[src/rtl/core/idfifo_pkg.sv]
// Shared types and codes for the id-tagged queue with remove-by-id.
// No dependencies; used by idfifo_cell and id_tagged_fifo_with_remove.

package idfifo_pkg;

   localparam int OpW     = 3;
   localparam int IdW     = 16;
   localparam int RefW    = 16;
   localparam int TimeW   = 32;
   localparam int StatusW = 2;
   localparam int CountOutW = 5;

   localparam logic [OpW-1:0] OP_ENQUEUE = 3'd0;
   localparam logic [OpW-1:0] OP_LOAD    = 3'd1;
   localparam logic [OpW-1:0] OP_DEQUEUE = 3'd2;
   localparam logic [OpW-1:0] OP_REMOVE  = 3'd3;
   localparam logic [OpW-1:0] OP_PEEK    = 3'd4;

   localparam logic [StatusW-1:0] ST_OK       = 2'd0;
   localparam logic [StatusW-1:0] ST_NOTFOUND = 2'd1;
   localparam logic [StatusW-1:0] ST_FULL     = 2'd2;

   // One stored entry
   typedef struct packed {
      logic [TimeW-1:0] time_stamp;
      logic [RefW-1:0]  influencer_ref;
      logic [RefW-1:0]  campaign_ref;
      logic [RefW-1:0]  brand_ref;
      logic [RefW-1:0]  campaign_number;
      logic [IdW-1:0]   id;
   } entry_type;

   // Request beat, last field (op) in the low bits
   typedef struct packed {
      logic [4:0]       pad;
      logic [TimeW-1:0] time_stamp;
      logic [RefW-1:0]  influencer_ref;
      logic [RefW-1:0]  campaign_ref;
      logic [RefW-1:0]  brand_ref;
      logic [RefW-1:0]  campaign_number;
      logic [IdW-1:0]   given_id;
      logic [OpW-1:0]   op;
   } req_type;

   // Response beat, last field (status) in the low bits
   typedef struct packed {
      logic                 empty_res;
      logic [CountOutW-1:0] count;
      logic [TimeW-1:0]     out_time;
      logic [RefW-1:0]      out_influencer;
      logic [RefW-1:0]      out_campaign_ref;
      logic [RefW-1:0]      out_brand;
      logic [RefW-1:0]      out_campaign;
      logic [IdW-1:0]       out_id;
      logic [StatusW-1:0]   status;
   } rsp_type;

   // Per-cycle controls broadcast to every cell
   typedef struct packed {
      logic shift_all;   // dequeue: every cell takes its neighbor
      logic shift_tail;  // remove: cells from the hit onward take their neighbor
   } cell_ctrl_type;

endpackage

[src/rtl/core/idfifo_cell.sv]
// One slot of the queue: holds an entry, compares its id, shifts toward the front.
// Depends on idfifo_pkg.

module idfifo_cell
   import idfifo_pkg::*;
(
   input  logic          clock,
   input  cell_ctrl_type ctrl,
   input  logic          occupied,
   input  logic          take_new,
   input  entry_type     new_entry,
   input  entry_type     next_entry,
   input  logic [IdW-1:0] given_id,
   input  logic          match_prev,
   output logic          match_out,
   output logic          hit,
   output entry_type     entry
);

   entry_type entry_ff;
   entry_type entry_in;
   logic      id_eq;

   assign id_eq     = occupied && (entry_ff.id == given_id);
   assign hit       = id_eq && !match_prev;
   assign match_out = match_prev || id_eq;
   assign entry     = entry_ff;

   always_comb begin
      priority if (take_new) begin
         entry_in = new_entry;
      end else if (ctrl.shift_all || (ctrl.shift_tail && match_out)) begin
         entry_in = next_entry;
      end else begin
         entry_in = entry_ff;
      end
   end

   always_ff @(posedge clock) begin
      entry_ff <= entry_in;
   end

endmodule

[src/rtl/core/id_tagged_fifo_with_remove.sv]
// Top level of the id-tagged queue with remove-by-id.
// Depends on idfifo_pkg and idfifo_cell.
//
// Usage:
//   req_* carries one command per beat: op, given_id and the fields of a
//   new entry. rsp_* returns exactly one result beat per command: status,
//   the entry concerned, and count / empty after the command.
//   Ops: enqueue (auto id from a saturating counter), load (given id, lifts
//   the counter), dequeue, remove by id (first match from the front, gap
//   closed), peek. Codes 5..7 do nothing and report ok.
// Structure:
//   A row of QUEUE_DEPTH cells, front at cell 0. A match chain from the front
//   lets only the first id match hit; dequeue or remove shifts entries forward.
// Timing:
//   One command per cycle while the output is not stalled; the result appears
//   in the cycle after the request beat, from a single output register. The id compare chain sets the path.
// Reset:
//   Synchronous, active high. Clears count, id counter and rsp_tvalid;
//   entry storage is not cleared (slots at or above count are never read).
// Stall:
//   While a result waits on rsp_tready low, req_tready is low; a new request
//   is taken in the same cycle the waiting result is taken.

module id_tagged_fifo_with_remove
   import idfifo_pkg::*;
#(
   parameter int QUEUE_DEPTH = 16
) (
   input  logic         clock,
   input  logic         reset,
   input  logic         req_tvalid,
   output logic         req_tready,
   // op[2:0], given_id[18:3], campaign_number[34:19], brand_ref[50:35],
   // campaign_ref[66:51], influencer_ref[82:67], time_stamp[114:83], zero pad
   input  logic [119:0] req_tdata,
   output logic         rsp_tvalid,
   input  logic         rsp_tready,
   // status[1:0], out_id[17:2], out_campaign[33:18], out_brand[49:34],
   // out_campaign_ref[65:50], out_influencer[81:66], out_time[113:82],
   // count[118:114], empty_res[119]
   output logic [119:0] rsp_tdata
);

   localparam int CountW = $clog2(QUEUE_DEPTH + 1);

   req_type req;
   assign req = req_type'(req_tdata);

   // control state
   logic [CountW-1:0] count_ff, count_in;
   logic [IdW-1:0]    id_counter_ff, id_counter_in;
   logic              rsp_valid_ff, rsp_valid_in;
   rsp_type           rsp_ff, rsp_in;

   logic accept;
   logic full, empty;
   logic is_enq, is_load, is_deq, is_rem, is_peek;
   logic do_write;
   logic any_hit;
   logic [IdW-1:0] new_id;

   entry_type     new_entry;
   entry_type     hit_entry;
   cell_ctrl_type ctrl;

   entry_type                cell_entry [QUEUE_DEPTH];
   logic [QUEUE_DEPTH-1:0]   cell_hit;
   logic [QUEUE_DEPTH:0]     match_chain;

   assign req_tready = !rsp_valid_ff || rsp_tready;
   assign accept     = req_tvalid && req_tready;

   assign full  = (count_ff == CountW'(QUEUE_DEPTH));
   assign empty = (count_ff == '0);

   assign is_enq  = (req.op == OP_ENQUEUE);
   assign is_load = (req.op == OP_LOAD);
   assign is_deq  = (req.op == OP_DEQUEUE);
   assign is_rem  = (req.op == OP_REMOVE);
   assign is_peek = (req.op == OP_PEEK);

   assign do_write = accept && (is_enq || is_load) && !full;

   // saturating auto id, or the given id for a load
   always_comb begin
      id_counter_in = id_counter_ff;
      new_id        = req.given_id;
      if (is_enq) begin
         new_id = (id_counter_ff != '1) ? id_counter_ff + 1'b1 : id_counter_ff;
         if (do_write) id_counter_in = new_id;
      end else if (do_write && (req.given_id > id_counter_ff)) begin
         id_counter_in = req.given_id;
      end
   end

   always_comb begin
      new_entry.id              = new_id;
      new_entry.campaign_number = req.campaign_number;
      new_entry.brand_ref       = req.brand_ref;
      new_entry.campaign_ref    = req.campaign_ref;
      new_entry.influencer_ref  = req.influencer_ref;
      new_entry.time_stamp      = req.time_stamp;
   end

   assign ctrl.shift_all  = accept && is_deq && !empty;
   assign ctrl.shift_tail = accept && is_rem;

   // cell row, front at index 0
   assign match_chain[0] = 1'b0;

   for (genvar i = 0; i < QUEUE_DEPTH; i++) begin : g_cell
      entry_type next_entry;
      if (i == QUEUE_DEPTH - 1) begin : g_last
         assign next_entry = cell_entry[i];
      end else begin : g_mid
         assign next_entry = cell_entry[i+1];
      end

      idfifo_cell u_cell (
         .clock      (clock),
         .ctrl       (ctrl),
         .occupied   (CountW'(i) < count_ff),
         .take_new   (do_write && (count_ff == CountW'(i))),
         .new_entry  (new_entry),
         .next_entry (next_entry),
         .given_id   (req.given_id),
         .match_prev (match_chain[i]),
         .match_out  (match_chain[i+1]),
         .hit        (cell_hit[i]),
         .entry      (cell_entry[i])
      );
   end

   assign any_hit = match_chain[QUEUE_DEPTH];

   // at most one cell hits, so an OR of gated entries selects it
   always_comb begin
      hit_entry = '0;
      for (int i = 0; i < QUEUE_DEPTH; i++) begin
         hit_entry = hit_entry | (cell_hit[i] ? cell_entry[i] : '0);
      end
   end

   always_comb begin
      count_in = count_ff;
      if (do_write) begin
         count_in = count_ff + 1'b1;
      end else if (accept && ((is_deq && !empty) || (is_rem && any_hit))) begin
         count_in = count_ff - 1'b1;
      end
   end

   // result beat
   always_comb begin
      rsp_in        = '0;
      rsp_in.status = ST_OK;
      priority if (is_enq || is_load) begin
         if (full) begin
            rsp_in.status = ST_FULL;
         end else begin
            rsp_in.out_id = new_id;
         end
      end else if (is_deq || is_peek) begin
         if (empty) begin
            rsp_in.status = ST_NOTFOUND;
         end else begin
            rsp_in.out_id           = cell_entry[0].id;
            rsp_in.out_campaign     = cell_entry[0].campaign_number;
            rsp_in.out_brand        = cell_entry[0].brand_ref;
            rsp_in.out_campaign_ref = cell_entry[0].campaign_ref;
            rsp_in.out_influencer   = cell_entry[0].influencer_ref;
            rsp_in.out_time         = cell_entry[0].time_stamp;
         end
      end else if (is_rem) begin
         if (!any_hit) begin
            rsp_in.status = ST_NOTFOUND;
         end else begin
            rsp_in.out_id           = hit_entry.id;
            rsp_in.out_campaign     = hit_entry.campaign_number;
            rsp_in.out_brand        = hit_entry.brand_ref;
            rsp_in.out_campaign_ref = hit_entry.campaign_ref;
            rsp_in.out_influencer   = hit_entry.influencer_ref;
            rsp_in.out_time         = hit_entry.time_stamp;
         end
      end else begin
         rsp_in.status = ST_OK;
      end
      rsp_in.count     = CountOutW'(count_in);
      rsp_in.empty_res = (count_in == '0);
   end

   assign rsp_valid_in = accept || (rsp_valid_ff && !rsp_tready);

   always_ff @(posedge clock) begin
      if (reset) begin
         count_ff      <= '0;
         id_counter_ff <= '0;
         rsp_valid_ff  <= 1'b0;
      end else begin
         if (accept) begin
            count_ff      <= count_in;
            id_counter_ff <= id_counter_in;
         end
         rsp_valid_ff <= rsp_valid_in;
      end
   end

   always_ff @(posedge clock) begin
      if (accept) begin
         rsp_ff <= rsp_in;
      end
   end

   assign rsp_tvalid = rsp_valid_ff;
   assign rsp_tdata  = rsp_ff;

   // checks
   a_count_bound: assert property (@(posedge clock) disable iff (reset)
      count_ff <= CountW'(QUEUE_DEPTH))
      else $error("queue count above depth");

   a_single_hit: assert property (@(posedge clock) disable iff (reset)
      $onehot0(cell_hit))
      else $error("more than one cell hit");

   a_write_grows: assert property (@(posedge clock) disable iff (reset)
      do_write |=> count_ff == $past(count_ff) + 1'b1)
      else $error("count did not grow after a write");

   a_stall_blocks: assert property (@(posedge clock) disable iff (reset)
      (rsp_valid_ff && !rsp_tready) |-> !req_tready)
      else $error("request taken while result stalled");

endmodule

[config.mk]
export PLATFORM = sky130hd
export DESIGN_NAME = id_tagged_fifo_with_remove
export DESIGN_NICKNAME = d
export VERILOG_FILES = /design/src/rtl/core/idfifo_pkg.sv /design/src/rtl/core/idfifo_cell.sv /design/src/rtl/core/id_tagged_fifo_with_remove.sv
export SDC_FILE = /design/constraint.sdc
export NUM_CORES = 2
export LEC_CHECK = 0
export BUFFER_PORTS_ARGS = -buffer_cell sky130_fd_sc_hd__buf_2
export CORE_AREA = 4 4 395 397
export DETAILED_ROUTE_END_ITERATION = 16
export DIE_AREA = 0 0 399 401
export PLACE_DENSITY = 0.8
export SLEW_MARGIN = 25
export SYNTH_ARGS = -nofsm -noshare
export SYNTH_HDL_FRONTEND = slang
export SYNTH_HIERARCHICAL = 1
export SYNTH_SLANG_ARGS = --single-unit
[constraint.sdc]
create_clock -name clock -period 17.65 [get_ports clock]
set_clock_uncertainty 0.2 [all_clocks]
set_input_delay 3.53 -clock clock [delete_from_list [all_inputs] [get_ports clock]]
set_output_delay 3.53 -clock clock [all_outputs]
set_load 0.03 [all_outputs]
==> results.txt <==
clock sinks: 1,934
Global Route Usage Sum: 0.398
Post-synth EDFFs: 1,912
synthesized area per cell: 15.7 sq um
Post CTS Setup Buffer Count: 0
post-synth top area share: 0.602
die area: 160,000 sq um
met3 WL: 53,400 microns
Worst Max-Slew Pin Slew: 1260 ps
Die Width: 399 microns
top cells by area, synth: edfxtp_1 60%, mux2_2 21%, a22o_1 4.0%, a221oi_1 3.1%, xor2_1 2.2%
post-synthesis cell type count: 72
Area growth syn-to-layout: 9.81%
Cell Rows: 143
Most used DFF post-synth: edfxtp_1
Synth area leader: edfxtp_1
DR vias/cell: 7.80
Cells after Synth: 6,067
share of post-route cells with drive strength above 1: 0.399
highest-count cells in the layout ignoring fill and taps: 1,912 x edfxtp_1, 1,795 x mux2_2, 435 x a22o_1, 339 x a221oi_1, 241 x xor2_1
# DRC: 0
final non-filler cell total: 8,413
global route total overflow: 0
setup_tns: 0 ps
vias in the first global route: 64,700
initial antenna violation count: 40
routability cong.: 0.949
drt initial violations: 12,100
Top-Level Pins: 246
hold_buf cts: 0
Leakage Power: 33.4 nW
CP Capture Type: flop
worst vdd ir: 0.111 mV
CP required: 18,130 ps
Final Max Slew Viols: 0
filler cell count: 10,100
CTS tree: done
flop and latch count out of synthesis: 1,934
routed len/inst: 38.9 microns
crit path kind: in2reg
RSZ-0062 raised after global routing: false
routed length on met2: 144,000 microns
HP Class: reg2reg
Max Clk Rate: 0.0813 GHz
Synth async-reset ratio: 0
clk_lat worst skew: 840 ps
Antenna Nets Post-Route: 0
Root Driver: clkbuf_16
Initial Util: 0.628
TritonCTS buffer count: 197
commonest non-fill, non-tap cell in the layout: edfxtp_1
final worst path period share: 0.697
via total after detailed routing: 65,700
post-CTS sizing: 0
Finish-stage setup viols: 0
outcome: complete, no violations
final WL: 327,000 microns
crit path max fanout: 37
final count of hold timing violations: 0
DRT Pass-1 Iters: 6
DR top layer: met5
crit start category: primary input
nets@finish: 6,338
Die Y-Extent: 401 microns
CORE AREA: 152,000 sq um
Worst-path clk slew: 60 ps
CTS max path bufs: 3
P per Cell Area: 93.5 nW/um^2
largest net degree at the start of global routing: 113
number of max-cap violations: 0
slew margin rel.: 0.160
met1 WL: 111,000 microns
dpl cells: 8,021
port bufs: 240
first-pass GRT wire length: 462,000 microns
WP data arrival: 12,780 ps
Seq/Total Area, Yosys: 0.607
Detailed Place HPWL: 160,000 microns
H-tree depth: 4
crit path time final: 12,300 ps
Mapped Area: 95,400 sq um
Yosys warnings: 6
-- path summary, 6_finish.rpt --
check / startpoint / to / slack, ps / depth (start not counted)
hold / removal: g_cell[0].u_cell/entry[68]$_DFFE_PP_ / rsp_tdata[70]$_SDFFCE_PN0P_ / 320 / 1
setup / recovery: req_tdata[14] / rsp_tdata[100]$_SDFFCE_PN0P_ / 5350 / 24
setup reg to reg: g_cell[0].u_cell/entry[2]$_DFFE_PP_ / rsp_tdata[100]$_SDFFCE_PN0P_ / 8030 / 23
hold reg to reg: g_cell[0].u_cell/entry[68]$_DFFE_PP_ / rsp_tdata[70]$_SDFFCE_PN0P_ / 320 / 1
-- area by class of cell --
type                            count  area [sq um]  area share
Clock buffer                      245          5160      0.0493
Tap cell                         2030          2540      0.0243
Multi-Input combinational cell   3660         35600       0.340
Timing Repair Buffer              366          2370      0.0226
Sequential cell                  1934         57900       0.553
Clock inverter                    118          1010     0.00968
Inverter                           33           129     0.00123
Antenna cell                       27          67.6    0.000645
-- synth_stat cells, types with 23 or more instances --
cell type / n
a22o_1: 435
nand3_1: 26
nand2b_1: 23
nor4_1: 36
xor2_1: 241
a222oi_1: 40
nor3_1: 26
mux2_2: 1795
inv_1: 33
and3_1: 43
buf_4: 113
nor2_1: 31
a22oi_1: 152
nand2_1: 56
buf_1: 56
edfxtp_1: 1912
clkbuf_1: 177
buf_2: 93
o21ai_0: 30
a221oi_1: 339
nand4_1: 142
-- worst max-delay path: stages --
cell	delay, ps
buf_2	470
xor2_1	130
nor4_1	860
nand4_1	330
o21bai_1	400
o21bai_1	310
o21bai_1	320
o21bai_1	280
o21bai_1	260
o21bai_1	280
o21bai_1	290
o21bai_1	280
o21bai_1	300
o21bai_1	280
o21bai_1	260
o21bai_1	260
o21bai_1	260
o21bai_1	260
o21bai_1	260
o21bai_1	340
and3_4	850
buf_4	810
buf_4	770
a22o_1	290
-- state kept, by name (all words and copies together), names as in the netlist --
register / count
count_ff: 5
g_cell.u_cell/entry: 1792
id_counter_ff: 16
rsp_tdata: 120
rsp_tvalid: 1
-- power breakdown --
part | switching (mW) | total, mW | internal (mW)
logic | 0.354 | 0.495 | 0.141
registers | 0.0707 | 5.21 | 5.14
clock network | 1.86 | 4.09 | 2.23
total | 2.28 | 9.79 | 7.51
-- cell families after synthesis --
group,after synthesis,share of synthesized area
flip-flops,1934,0.607
buffers and inverters,475,0.0246
other,1,0.0000393
multiplexers,1811,0.214
AND/OR/NAND/NOR,462,0.0306
XOR/XNOR,264,0.0243
adder cells (fa/ha/maj),22,0.00289
AO/OA/AOI/OAI,1098,0.0971
-- stage by stage --
stage	power (mW)	cell area, sq um	setup WS (ps)	hold slack (ps)	utilization
floorplan	5.57	95400	1100	287	-
finish	9.79	105000	5350	317	0.689
global placement	5.76	98300	5000	320	0.647
detailed placement	5.78	98400	4910	330	0.648
global route	10.0	105000	5280	342	0.689
CTS	9.78	105000	5740	323	0.688
-- routing by layer --
layer,track usage,up-vias
met1,0.531,32500
met5,0,-
met3,0.126,1362
met2,0.592,6497
li1,-,25200
met4,0.199,18
(Power assumes the default switching activity.)
